### config.mk
export PLATFORM = sky130hd
export DESIGN_NAME = expression_char_tokenizer_top
export DESIGN_NICKNAME = d
export VERILOG_FILES = /design/src/rtl/ect_pkg.sv /design/src/rtl/ect_core.sv /design/src/rtl/ect_fifo.sv /design/src/rtl/expression_char_tokenizer_top.sv
export VERILOG_INCLUDE_DIRS = /design/src /design/src/rtl
export SDC_FILE = /design/constraint.sdc
export NUM_CORES = 1
export LEC_CHECK = 0
export BUFFER_PORTS_ARGS = -buffer_cell sky130_fd_sc_hd__buf_2
export CAP_MARGIN = 20
export CORE_MARGIN = 4
export CORE_UTILIZATION = 55
export DETAILED_ROUTE_END_ITERATION = 10
export PLACE_DENSITY = 0.72
export SLEW_MARGIN = 20
export SYNTH_ARGS = -nofsm -noshare
export SYNTH_HDL_FRONTEND = slang
export SYNTH_SLANG_ARGS = --single-unit
### constraint.sdc
create_clock -name clk -period 10.2 [get_ports clk]
set_input_delay 0.51 -clock clk [delete_from_list [all_inputs] [get_ports clk]]
set_output_delay 0.51 -clock clk [all_outputs]
set_load 0.05 [all_outputs]
### src/rtl/expression_char_tokenizer_top_assert.svh
// assertion macros shared by the tokenizer rtl files
// expects clk and rst in scope of the including module
`ifndef EXPRESSION_CHAR_TOKENIZER_TOP_ASSERT_SVH
`define EXPRESSION_CHAR_TOKENIZER_TOP_ASSERT_SVH

// same-cycle implication, disabled in reset
`define ECT_IMPLY(lbl, ante, cons, msg) \
  lbl: assert property (@(posedge clk) disable iff (rst) (ante) |-> (cons)) else $error(msg);

// next-cycle implication, disabled in reset
`define ECT_NEXT(lbl, ante, cons, msg) \
  lbl: assert property (@(posedge clk) disable iff (rst) (ante) |=> (cons)) else $error(msg);

`endif

### src/rtl/ect_pkg.sv
// shared types, constants and character helpers for the expression tokenizer
// no dependencies
`default_nettype none

package ect_pkg;

  // line length limits
  localparam int MAX_LINE = 1024;
  localparam int POS_CAP_I = ((MAX_LINE - 1) > 1023) ? 1023 : (MAX_LINE - 1);
  localparam int LEN_CAP_I = (MAX_LINE > 2047) ? 2047 : MAX_LINE;
  localparam logic [9:0]  POS_CAP = 10'(POS_CAP_I);
  localparam logic [10:0] LEN_CAP = 11'(LEN_CAP_I);

  // keyword length in letters
  localparam logic [2:0] KW_LEN = 3'd6;

  // character codes
  localparam logic [7:0] CH_NUL    = 8'h00;
  localparam logic [7:0] CH_LF     = 8'h0a;
  localparam logic [7:0] CH_SPACE  = 8'h20;
  localparam logic [7:0] CH_LPAREN = 8'h28;
  localparam logic [7:0] CH_RPAREN = 8'h29;
  localparam logic [7:0] CH_STAR   = 8'h2a;
  localparam logic [7:0] CH_PLUS   = 8'h2b;
  localparam logic [7:0] CH_MINUS  = 8'h2d;
  localparam logic [7:0] CH_PERIOD = 8'h2e;
  localparam logic [7:0] CH_SLASH  = 8'h2f;
  localparam logic [7:0] CH_ZERO   = 8'h30;
  localparam logic [7:0] CH_NINE   = 8'h39;
  localparam logic [7:0] CH_SEMI   = 8'h3b;
  localparam logic [7:0] CH_EQUAL  = 8'h3d;
  localparam logic [7:0] CH_UPPER_A = 8'h41;
  localparam logic [7:0] CH_UPPER_Z = 8'h5a;
  localparam logic [7:0] CH_LOWER_A = 8'h61;
  localparam logic [7:0] CH_LOWER_Z = 8'h7a;

  typedef enum logic [3:0] {
    K_END       = 4'd0,
    K_TYPE      = 4'd1,
    K_NAME      = 4'd2,
    K_ASSIGN    = 4'd3,
    K_DECIMAL   = 4'd4,
    K_INTEGER   = 4'd5,
    K_OPERATOR  = 4'd6,
    K_LPAREN    = 4'd7,
    K_RPAREN    = 4'd8,
    K_NEWLINE   = 4'd9,
    K_SEMICOLON = 4'd10,
    K_ERROR     = 4'd11
  } kind_t;

  typedef enum logic [2:0] {
    OP_ADD      = 3'd0,
    OP_SUBTRACT = 3'd1,
    OP_MULTIPLY = 3'd2,
    OP_DIVIDE   = 3'd3,
    OP_ASSIGN   = 3'd4
  } op_t;

  // one output token
  typedef struct packed {
    kind_t       kind;
    op_t         op;
    logic [31:0] value;
    logic [10:0] frac;
    logic [9:0]  start;
    logic [10:0] len;
    logic        last;
  } tok_t;

  // up to two tokens produced by one character
  typedef struct packed {
    logic v0;
    logic v1;
    tok_t t0;
    tok_t t1;
  } tok_pair_t;

  function automatic tok_t make_tok(input kind_t k, input op_t o);
    tok_t t;
    t = '0;
    t.kind = k;
    t.op = o;
    return t;
  endfunction

  function automatic logic is_letter(input logic [7:0] c);
    return ((c >= CH_UPPER_A) && (c <= CH_UPPER_Z)) ||
           ((c >= CH_LOWER_A) && (c <= CH_LOWER_Z));
  endfunction

  function automatic logic is_digit(input logic [7:0] c);
    return (c >= CH_ZERO) && (c <= CH_NINE);
  endfunction

  // letters of the type keyword
  function automatic logic [7:0] kw_char(input logic [2:0] idx);
    logic [7:0] r;
    case (idx)
      3'd0:    r = 8'h64; // d
      3'd1:    r = 8'h6f; // o
      3'd2:    r = 8'h75; // u
      3'd3:    r = 8'h62; // b
      3'd4:    r = 8'h6c; // l
      3'd5:    r = 8'h65; // e
      default: r = 8'h00;
    endcase
    return r;
  endfunction

  // keyword match step, returns {alive, progress}
  function automatic logic [3:0] kw_step(input logic alive, input logic [2:0] prog,
                                         input logic [7:0] c);
    logic [3:0] r;
    r = {alive, prog};
    if (alive) begin
      if ((prog < KW_LEN) && (c == kw_char(prog))) begin
        r = {1'b1, 3'(prog + 3'd1)};
      end else begin
        r = {1'b0, prog};
      end
    end
    return r;
  endfunction

endpackage

`default_nettype wire

### src/rtl/ect_core.sv
// scanner state and per-character token logic
// depends on ect_pkg
`default_nettype none

module ect_core (
  input  wire logic             clk,
  input  wire logic             rst,
  input  wire logic             step,
  input  wire logic [7:0]       ch,
  output ect_pkg::tok_pair_t    pair
);
  import ect_pkg::*;

  typedef enum logic [1:0] {
    MODE_IDLE   = 2'd0,
    MODE_NAME   = 2'd1,
    MODE_NUMBER = 2'd2,
    MODE_EQUAL  = 2'd3
  } mode_t;

  mode_t       mode, mode_next;
  logic [9:0]  position, position_next;
  logic [9:0]  token_start, token_start_next;
  logic [31:0] acc, acc_next;
  logic [10:0] frac, frac_next;
  logic        period, period_next;
  logic [2:0]  prog, prog_next;
  logic        alive, alive_next;

  logic        taken;
  logic        eq_v, f_v, s_v;
  tok_t        eq_tok, f_tok, s_tok;
  tok_t        name_tok, num_tok;
  logic [3:0]  kw_cont, kw_first;
  logic [3:0]  digit;

  assign digit    = 4'(ch - CH_ZERO);
  assign kw_cont  = kw_step(alive, prog, ch);
  assign kw_first = kw_step(1'b1, 3'd0, ch);

  // pending token forms
  always_comb begin
    name_tok = make_tok(K_NAME, OP_ADD);
    name_tok.start = token_start;
    name_tok.len = acc[10:0];
    num_tok = make_tok(period ? K_DECIMAL : K_INTEGER, OP_ADD);
    num_tok.value = acc;
    num_tok.frac = period ? frac : 11'd0;
  end

  // next state and tokens for the current character
  always_comb begin
    mode_next = mode;
    position_next = position;
    token_start_next = token_start;
    acc_next = acc;
    frac_next = frac;
    period_next = period;
    prog_next = prog;
    alive_next = alive;
    taken = 1'b0;
    eq_v = 1'b0;
    eq_tok = make_tok(K_OPERATOR, OP_ASSIGN);
    f_v = 1'b0;
    f_tok = make_tok(K_END, OP_ADD);
    s_v = 1'b0;
    s_tok = make_tok(K_END, OP_ADD);

    // continue the current token
    unique case (mode)
      MODE_NAME: begin
        if (is_letter(ch)) begin
          if (acc < {21'd0, LEN_CAP}) begin
            acc_next = acc + 32'd1;
          end
          {alive_next, prog_next} = kw_cont;
          taken = 1'b1;
        end
      end
      MODE_NUMBER: begin
        if (is_digit(ch)) begin
          acc_next = (acc << 3) + (acc << 1) + {28'd0, digit};
          if (period && (frac < LEN_CAP)) begin
            frac_next = frac + 11'd1;
          end
          taken = 1'b1;
        end else if ((ch == CH_PERIOD) && !period) begin
          period_next = 1'b1;
          taken = 1'b1;
        end
      end
      MODE_EQUAL: begin
        if (ch == CH_EQUAL) begin
          eq_v = 1'b1;
          taken = 1'b1;
        end
      end
      MODE_IDLE: begin
      end
    endcase

    if (!taken) begin
      // flush the pending token
      unique case (mode)
        MODE_NAME: begin
          f_v = 1'b1;
          f_tok = (alive && (prog == KW_LEN)) ? make_tok(K_TYPE, OP_ADD) : name_tok;
        end
        MODE_NUMBER: begin
          f_v = 1'b1;
          f_tok = num_tok;
        end
        MODE_EQUAL: begin
          f_v = 1'b1;
          f_tok = make_tok(K_ASSIGN, OP_ASSIGN);
        end
        MODE_IDLE: begin
        end
      endcase
      mode_next = MODE_IDLE;
      acc_next = '0;
      frac_next = '0;
      period_next = 1'b0;
      prog_next = '0;
      alive_next = 1'b1;

      // start a new token from this character
      if (is_letter(ch)) begin
        mode_next = MODE_NAME;
        token_start_next = position;
        acc_next = 32'd1;
        {alive_next, prog_next} = kw_first;
      end else if (is_digit(ch) || (ch == CH_PERIOD)) begin
        mode_next = MODE_NUMBER;
        period_next = (ch == CH_PERIOD);
        acc_next = (ch == CH_PERIOD) ? 32'd0 : {28'd0, digit};
      end else begin
        s_v = 1'b1;
        case (ch)
          CH_NUL:    s_tok = make_tok(K_END, OP_ADD);
          CH_SPACE:  s_v = 1'b0;
          CH_EQUAL: begin
            s_v = 1'b0;
            mode_next = MODE_EQUAL;
          end
          CH_PLUS:   s_tok = make_tok(K_OPERATOR, OP_ADD);
          CH_MINUS:  s_tok = make_tok(K_OPERATOR, OP_SUBTRACT);
          CH_STAR:   s_tok = make_tok(K_OPERATOR, OP_MULTIPLY);
          CH_SLASH:  s_tok = make_tok(K_OPERATOR, OP_DIVIDE);
          CH_LPAREN: s_tok = make_tok(K_LPAREN, OP_ADD);
          CH_RPAREN: s_tok = make_tok(K_RPAREN, OP_ADD);
          CH_LF:     s_tok = make_tok(K_NEWLINE, OP_ADD);
          CH_SEMI:   s_tok = make_tok(K_SEMICOLON, OP_ADD);
          default:   s_tok = make_tok(K_ERROR, OP_ADD);
        endcase
      end
    end

    // end of line resets position, else position saturates
    if (ch == CH_NUL) begin
      position_next = '0;
      token_start_next = '0;
    end else if (position < POS_CAP) begin
      position_next = position + 10'd1;
    end
  end

  // order the tokens and mark the final one
  always_comb begin
    pair.v0 = 1'b0;
    pair.v1 = 1'b0;
    pair.t0 = s_tok;
    pair.t1 = s_tok;
    if (eq_v) begin
      pair.v0 = 1'b1;
      pair.t0 = eq_tok;
    end else if (f_v) begin
      pair.v0 = 1'b1;
      pair.t0 = f_tok;
      pair.v1 = s_v;
    end else begin
      pair.v0 = s_v;
    end
    if (pair.v1) begin
      pair.t1.last = 1'b1;
    end else begin
      pair.t0.last = 1'b1;
    end
  end

  // scanner state
  always_ff @(posedge clk) begin
    if (rst) begin
      mode <= MODE_IDLE;
      position <= '0;
      token_start <= '0;
      acc <= '0;
      frac <= '0;
      period <= 1'b0;
      prog <= '0;
      alive <= 1'b1;
    end else if (step) begin
      mode <= mode_next;
      position <= position_next;
      token_start <= token_start_next;
      acc <= acc_next;
      frac <= frac_next;
      period <= period_next;
      prog <= prog_next;
      alive <= alive_next;
    end
  end

endmodule

`default_nettype wire

### src/rtl/ect_fifo.sv
// four-entry token queue, takes up to two tokens per cycle, gives one unless the head is stalled
// depends on ect_pkg and expression_char_tokenizer_top_assert.svh
`default_nettype none

module ect_fifo (
  input  wire logic             clk,
  input  wire logic             rst,
  input  wire ect_pkg::tok_pair_t push,
  output logic                  room,
  output logic                  head_valid,
  input  wire logic             head_stall,
  output ect_pkg::tok_t         head
);
  import ect_pkg::*;

  `include "expression_char_tokenizer_top_assert.svh"

  tok_t        mem [4];
  logic [1:0]  wr_ptr, rd_ptr;
  logic [2:0]  count, count_next;
  logic [2:0]  n_push;
  logic        pop;

  // room for the two tokens a character can cause
  assign room       = (count <= 3'd2);
  assign head_valid = (count != 3'd0);
  assign head       = mem[rd_ptr];
  assign pop        = head_valid && !head_stall;
  assign n_push     = {2'd0, push.v0} + {2'd0, push.v1};
  assign count_next = count + n_push - {2'd0, pop};

  // storage
  always_ff @(posedge clk) begin
    if (push.v0) begin
      mem[wr_ptr] <= push.t0;
    end
    if (push.v1) begin
      mem[2'(wr_ptr + 2'd1)] <= push.t1;
    end
  end

  // pointers and fill count
  always_ff @(posedge clk) begin
    if (rst) begin
      wr_ptr <= '0;
      rd_ptr <= '0;
      count <= '0;
    end else begin
      wr_ptr <= 2'(wr_ptr + n_push[1:0]);
      rd_ptr <= 2'(rd_ptr + {1'b0, pop});
      count <= count_next;
    end
  end

  `ECT_IMPLY(a_push_room, push.v0, count <= 3'd2, "token pushed without room")
  `ECT_IMPLY(a_push_order, push.v1, push.v0, "second token pushed without first")
  `ECT_NEXT(a_count_max, 1'b1, count <= 3'd4, "token queue overflow")

endmodule

`default_nettype wire

### src/rtl/expression_char_tokenizer_top.sv
// top level of the expression tokenizer: input register, scanner, token queue
// depends on ect_pkg, ect_core, ect_fifo and expression_char_tokenizer_top_assert.svh
`default_nettype none

// Streaming tokenizer: one line character per transaction on the ch channel,
// tokens out on the tok channel. A character is registered, then scanned
// once the queue has room, and its tokens enter a four-entry queue whose
// head drives the outputs. One character is taken per cycle as long as the
// queue has two free entries; a character that causes two tokens (a token
// ended by a character that makes one of its own) gives the output side two
// tokens to take, so the sustained rate is one character per cycle when the
// output side takes one token per cycle and tokens per character average at
// most one. Character 0 ends the line, emits the end token and returns the
// scanner to its reset state.
module expression_char_tokenizer_top (
  input  wire logic        clk,
  input  wire logic        rst,
  input  wire logic        ch_valid,
  output logic             ch_stall,
  input  wire logic [7:0]  ch,
  output logic             tok_valid,
  input  wire logic        tok_stall,
  output logic [3:0]       kind,
  output logic [2:0]       operator,
  output logic [31:0]      number_value,
  output logic [10:0]      fraction_digits,
  output logic [9:0]       name_start,
  output logic [10:0]      name_length,
  output logic             last
);
  import ect_pkg::*;

  `include "expression_char_tokenizer_top_assert.svh"

  logic        in_full;
  logic [7:0]  ch_q;
  logic        fire;
  logic        room;
  logic        accept;
  tok_pair_t   pair;
  tok_pair_t   push;
  tok_t        head;

  // input register handshake
  assign fire     = in_full && room;
  assign ch_stall = in_full && !room;
  assign accept   = ch_valid && !ch_stall;

  always_ff @(posedge clk) begin
    if (rst) begin
      in_full <= 1'b0;
    end else if (accept) begin
      in_full <= 1'b1;
    end else if (fire) begin
      in_full <= 1'b0;
    end
  end

  always_ff @(posedge clk) begin
    if (accept) begin
      ch_q <= ch;
    end
  end

  // scanner
  ect_core u_core (
    .clk  (clk),
    .rst  (rst),
    .step (fire),
    .ch   (ch_q),
    .pair (pair)
  );

  // only push when the character is actually scanned
  always_comb begin
    push = pair;
    push.v0 = pair.v0 && fire;
    push.v1 = pair.v1 && fire;
  end

  // output queue
  ect_fifo u_fifo (
    .clk        (clk),
    .rst        (rst),
    .push       (push),
    .room       (room),
    .head_valid (tok_valid),
    .head_stall (tok_stall),
    .head       (head)
  );

  // token fields
  assign kind            = head.kind;
  assign operator        = head.op;
  assign number_value    = head.value;
  assign fraction_digits = head.frac;
  assign name_start      = head.start;
  assign name_length     = head.len;
  assign last            = head.last;

  `ECT_IMPLY(a_end_emits, fire && (ch_q == CH_NUL), pair.v0, "end of line gave no token")
  `ECT_IMPLY(a_no_stall_empty, !in_full, !ch_stall, "input stalled with empty register")

endmodule

`default_nettype wire

==> impl_metrics.tcl, run 1 <==
set metrics [dict create \
    status "complete, no violations" \
    end_kind "register" \
    grt_pass1_wl_mm 91.0 \
    cts.repair.resized 0 \
    nets 2331 \
    placed_area_sq_mm 0.0198 \
    insertion_delay_ns 0.55 \
    r2r_end "u_fifo.mem[2][44]" \
    holdBufCountCts 0 \
    worst_pin_slew_ns 1.19 \
    coreArea_sq_mm 0.0348 \
    dp_cells 2652 \
    wl_per_cell_um 20.9 \
    power.density_mw_per_mm2 173 \
    busiest_layer "met2" \
    drc 0 \
    globalRouteMet1Util_pct 40.5 \
    leakage_uw 0.00778 \
    async_flop_share_pct 0 \
    clkPwrFrac_pct 39.7 \
    fp.dieW_um 196 \
    instances_no_fill 2726 \
    grt_pass1_vias 17000 \
    rsz0062_at_grt "false" \
    detail_route.iter0.violations 1888 \
    drt-total-wl_mm 57.0 \
    intPower_uw 2560 \
    crit_type "reg2reg" \
    fillers 3006 \
    ios 86 \
    area_growth_pct 8.52 \
    critical_path_arrival_ns 4.80 \
    grt_max_degree 97 \
    drive_above_1_share_pct 12.0 \
    synthMuxAreaShare_pct 8.78 \
    final_cell_mix "353 x nand2_1, 337 x a21oi_1, 336 x dfxtp_1" \
    yosysUniqueCellTypes 79 \
    htreeDepth 2 \
    synthAdderAreaFrac_pct 5.30 \
    worstHoldStart "ch[4]" \
    cts.sinks 374 \
    required_ns 10.66 \
    drv_cap 0 \
    p_switching_uw 1100 \
    post_cts_buffers 0 \
    reg2reg_depth 11 \
    use_met3_pct 4.65 \
    synth_top_family_by_area "simple AND/OR/NAND/NOR gates" \
    numCtsBuffers 40 \
    fin_skew_ns 0.0176 \
    r2r_start "u_core.mode[0]" \
    finish.utilization_pct 60.8 \
    row_count 68 \
    fin_crit_ns 4.33 \
    combPwrFrac_pct 16.9 \
    setup_violations 0 \
    grt_remaining_overflow 0 \
    syn_inst 2294 \
    hold_end "ch_q[4]" \
    gp_congestion 0.954 \
    cts_tree "yes" \
    use_met2_pct 45.4 \
    path_max_fanout 96 \
    clockBufferDepth 3 \
    p_seq_share_pct 43.4 \
    fmax_mhz 231 \
    rrSetupSlack_ns 5.87 \
    startpoint_type "register" \
    ys.flop_type "dfxtp_1" \
    final_common_cell "nand2_1" \
    min_path_type "in2reg" \
    slew_viol_final 0 \
    synth_xor_area_share_pct 2.74 \
    fin_total_pwr_uw 3660 \
    synth-simple-area-share_pct 22.5 \
    dp_hpwl_mm 34.0 \
    synth_compound_area_share_pct 15.4 \
    die_area_sq_mm 0.0385 \
    diodes 0 \
    syn_area_sq_mm 0.0195 \
    fin_area_sq_mm 0.0212 \
    start_util_pct 56.0 \
    cts-root-buf "clkbuf_16" \
    fin_crit_sh_pct 42.5 \
    num_vias 17500 \
    syn_nets 2386 \
    die_h_um 196 \
    clk_pin_slew_ns 0.06 \
    synth-seq-area-share_pct 40.2 \
    grt_usage_pct 28.7 \
    synth_edf_count 36 \
    finalHoldViolCount 0 \
    firstDrtPassIters 6 \
    postSynthAreaPerCell_sq_um 8.50 \
    slew_headroom_pct 20.9 \
    ir_drop_uv 193 \
    swShare_pct 30.0 \
    yosys_warnings 0 \
    hold_depth 1 \
    ys_ff_latch 374 \
    fin_tns_setup_ns 0 \
    viasPerCell 6.42 \
    io_buffer_count 85 \
    drtAntennaViolNets 0 \
    antenna_found_initial 0 \
]
## power groups by stage
| stage | clock (uW) | sequential [uW] | combinational [uW] |
|---|---|---|---|
| after detailed placement | 0 | 1620 | 612 |
| final | 1450 | 1590 | 620 |
| after global routing | 1530 | 1600 | 661 |
| after CTS | 1470 | 1590 | 614 |
| after global placement | 0 | 1620 | 605 |
| after floorplan | 0 | 1570 | 494 |
## critical path: stages, from the launching register on
cell and delay (ns):
dfxtp_1 0.38, inv_1 0.10, ha_1 0.20, buf_4 0.27, inv_1 0.42, nor2_1 0.14
o2bb2ai_2 0.23, or3_1 0.58, nor2_4 0.65, buf_4 0.84, nand3_1 0.17, a21oi_1 0.18
## metrics by stage
stage	setup WS [ns]	hold slack [ns]
2_1_floorplan	6.97	0.433
3_3_place_gp	6.05	0.438
3_5_place_dp	5.93	0.444
4_1_cts	5.91	0.120
5_1_grt	5.55	0.130
6_report	5.87	0.144
## final cells by class
cell class / instances / area, sq um / area share, %
Inverter: 28 / 105 / 0.497
Clock inverter: 14 / 114 / 0.538
Clock buffer: 60 / 1210 / 5.71
Tap cell: 455 / 569 / 2.69
Timing Repair Buffer: 107 / 591 / 2.79
Sequential cell: 374 / 7860 / 37.1
Multi-Input combinational cell: 1688 / 10700 / 50.7
## registers in the layout (all words and copies together) (netlist names)
name and flops:
u_fifo.mem 288, u_core.position 10, u_core.prog 3, u_fifo.rd_ptr 2
u_core.mode 2, u_core.period 1, in_full 1, u_core.token_start 10
u_core.frac 11, u_fifo.count 3, u_fifo.wr_ptr 2, ch_q 8
u_core.alive 1, u_core.acc 32
## cells by family after synthesis
family	Yosys count
AOI/OAI and AO/OA	519
xor gates and xnor gates	61
adders and majority gates	81
buffers and inverters	232
DFF	374
muxes	81
and+or+nand+nor	946
## cell usage after synthesis, types with 27 or more instances
cell	n	share of area, %
buf_2	38	0.98
nand3_1	309	7.9
a21oi_1	337	8.6
nor2_1	119	2.3
ha_1	77	4.9
mux4_2	72	8.3
nand2_1	356	6.9
dfxtp_1	338	35
edfxtp_1	36	5.5
xor2_1	33	1.5
clkbuf_1	127	2.4
o21ai_0	48	1.2
xnor2_1	28	1.3
inv_1	27	0.52
## worst max-delay path by stage
stage	start	endpoint	slack [ns]	depth (start not counted)
global placement	u_core.mode[0]	u_fifo.count[2]	6.05	16
global route	u_core.mode[0]	u_fifo.mem[2][49]	5.55	11
finish	u_core.mode[0]	u_fifo.mem[2][44]	5.87	11
floorplan	ch_q[2]	u_fifo.count[2]	6.97	13
CTS	u_core.mode[0]	u_fifo.mem[2][55]	5.91	11
detailed placement	u_core.mode[0]	u_fifo.mem[0][63]	5.93	11
## layer usage
metal / vias up / wire, um
li1: 8099 / -
met1: 8411 / 23900
met2: 868 / 26100
met3: 125 / 5330
met4: 0 / 1730
met5: - / 0
No activity file was read; power rests on OpenSTA's default activity.
==> inputs of run 2 (changes only) <==
==> constraint.sdc (replaced) <==
create_clock -name clk -period 4 [get_ports clk]
set_input_delay 0.2 -clock clk [delete_from_list [all_inputs] [get_ports clk]]
set_output_delay 0.2 -clock clk [all_outputs]
set_load 0.05 [all_outputs]
==> run 2 against run 1 <==
Register-to-register slack got worse by 5.6 ns. Sequential share of layout area decreased by 0.85 points. Flip-flop and latch count unchanged. Via count increased by 1.3%.
==> impl_metrics.tcl, run 2 (same netlist as run 1, synthesis figures left out) <==
set metrics [dict create \
    worst_path_most_repeated_cell "ha_1" \
    insertion_delay_ns 0.55 \
    top_register "u_fifo.mem" \
    final_cell_mix "353 x nand2_1, 337 x a21oi_1, 336 x dfxtp_1" \
    rrSetupSlack_ns 0.25 \
    critical_path_arrival_ns 4.17 \
    drv_cap 0 \
    gp_congestion 0.937 \
    largest_reg_flops 288 \
    slew_headroom_pct 25.9 \
    firstDrtPassIters 6 \
    fillers 2926 \
    cpPeakStageDelay_ns 0.68 \
    area_growth_pct 11.0 \
    drtAntennaViolNets 0 \
    reg.largest.list "u_fifo.mem: 288 flops, u_core.acc: 32 flops, u_core.frac: 11 flops" \
    clockBufferDepth 3 \
    setup_ws_ns 0.245 \
    drt-total-wl_mm 57.9 \
    cts.repair.resized 0 \
    crit_type "reg2reg" \
    leakage_uw 0.00807 \
    numCtsBuffers 41 \
    crit_cells 11 \
    cts.sinks 374 \
    cts_tree "yes" \
    intPower_uw 6550 \
    clk_pin_slew_ns 0.06 \
    min_path_type "in2reg" \
    pre_cts_ws_ns 0.291 \
    grt_pass1_wl_mm 92.6 \
    required_ns 4.42 \
    ios 86 \
    rsz0062_at_grt "false" \
    num_vias 17700 \
    grt_remaining_overflow 0 \
    crit_slowest_cell "edfxtp_1" \
    fin_tns_setup_ns 0 \
    worst_pin_slew_ns 1.11 \
    path_max_fanout 16 \
    fin_crit_ns 3.75 \
    p_seq_share_pct 43.9 \
    antenna_found_initial 0 \
    drc 0 \
    die_area_sq_mm 0.0385 \
    dp_hpwl_mm 35.3 \
    ir_drop_uv 773 \
    fmax_mhz 266 \
    power.density_mw_per_mm2 432 \
    fin_skew_ns 0.0202 \
    clkPwrFrac_pct 38.5 \
    fin_crit_sh_pct 93.9 \
    detail_route.iter0.violations 2254 \
    final_common_cell "nand2_1" \
    coreArea_sq_mm 0.0348 \
    finalHoldViolCount 0 \
    grt_max_degree 125 \
    crit_chain "ha_1 > ha_1 > fa_1 > a211oi_1 > o21bai_1 > o211ai_1 > nand3_1 > a31oi_1 > o311ai_0 > xnor2_1 > o21ai_0" \
    hold_depth 4 \
    end_kind "register" \
    p_switching_uw 2800 \
    wl_per_cell_um 20.9 \
    viasPerCell 6.39 \
    swShare_pct 30.0 \
    combPwrFrac_pct 17.6 \
    drive_above_1_share_pct 13.3 \
    path_buf_inv 0 \
    fp.dieW_um 196 \
    htreeDepth 2 \
    status "complete, no violations" \
    grt_usage_pct 29.2 \
    cts-root-buf "clkbuf_16" \
    start_util_pct 56.0 \
    row_count 68 \
    reg2reg_depth 11 \
    crit_family "compound AO/OA/AOI/OAI gates" \
    grt_pass1_vias 17300 \
    die_h_um 196 \
    setup_violations 0 \
    nets 2387 \
    startpoint_type "register" \
    slew_viol_final 0 \
    io_buffer_count 85 \
]
==> run 2: stage by stage <==
step           cell area [sq um]  hold WS (ns)  power, uW  std cells  util (%)
6_report                   21700         0.193       9350       2775      62.2
3_5_place_dp               20200         0.379       5780       2688      58.2
3_3_place_gp               20200         0.378       5760       2688      58.2
4_1_cts                    21600         0.172       9350       2764      62.0
5_1_grt                    21700         0.229       9670       2774      62.2
2_1_floorplan              19500         0.299       5260       2294         -
==> run 2: power groups by stage <==
stage	Clock, uW	Combinational, uW	Sequential, uW
final	3600	1640	4100
after global routing	3790	1750	4120
after global placement	0	1580	4180
after detailed placement	0	1590	4190
after CTS	3640	1600	4110
after floorplan	0	1260	4000
==> run 2: path summary, 6_finish.rpt <==
path | start | end
setup reg to reg | ch_q[2] | u_core.acc[26]
hold / removal | tok_stall | u_fifo.rd_ptr[0]
hold reg to reg | u_fifo.mem[0][58] | u_fifo.mem[0][58]
setup / recovery | ch_q[2] | u_core.acc[26]
==> run 2: layout make-up <==
class	instances	area, sq um	share of cell area, %
multi-input cells	1688	10700	49.5
flip-flops and latches	374	7860	36.3
clock buffers	60	1180	5.45
repair buffers	162	1160	5.37
well taps	455	569	2.63
inverters	28	105	0.485
clock inverters	7	63.8	0.295
diodes	1	2.50	0.0116
==> run 2: metal layers <==
| layer | vias to the layer above | global-route usage [%] | routed length [um] |
|---|---|---|---|
| li1 | 8207 | - | - |
| met1 | 8512 | 40.8 | 23900 |
| met2 | 894 | 46.7 | 27000 |
| met3 | 113 | 4.59 | 5470 |
| met4 | 0 | 9.62 | 1490 |
| met5 | - | 0 | 0 |
==> run 2: repair_timing <==
| action | CTS | global route |
|---|---|---|
| setup buffers | 0 | 10 |
| setup endpoints to repair | 0 | 1 |
| hold endpoints to repair | 9 | 0 |
| hold buffers | 9 | 0 |
==> run 2: worst reg2reg max path, cell delays in order (launching register included) <==
cell and delay, ns:
edfxtp_1 0.68, ha_1 0.33, ha_1 0.24, fa_1 0.45, a211oi_1 0.29, o21bai_1 0.19
o211ai_1 0.39, nand3_1 0.13, a31oi_1 0.41, o311ai_0 0.25, xnor2_1 0.19, o21ai_0 0.08
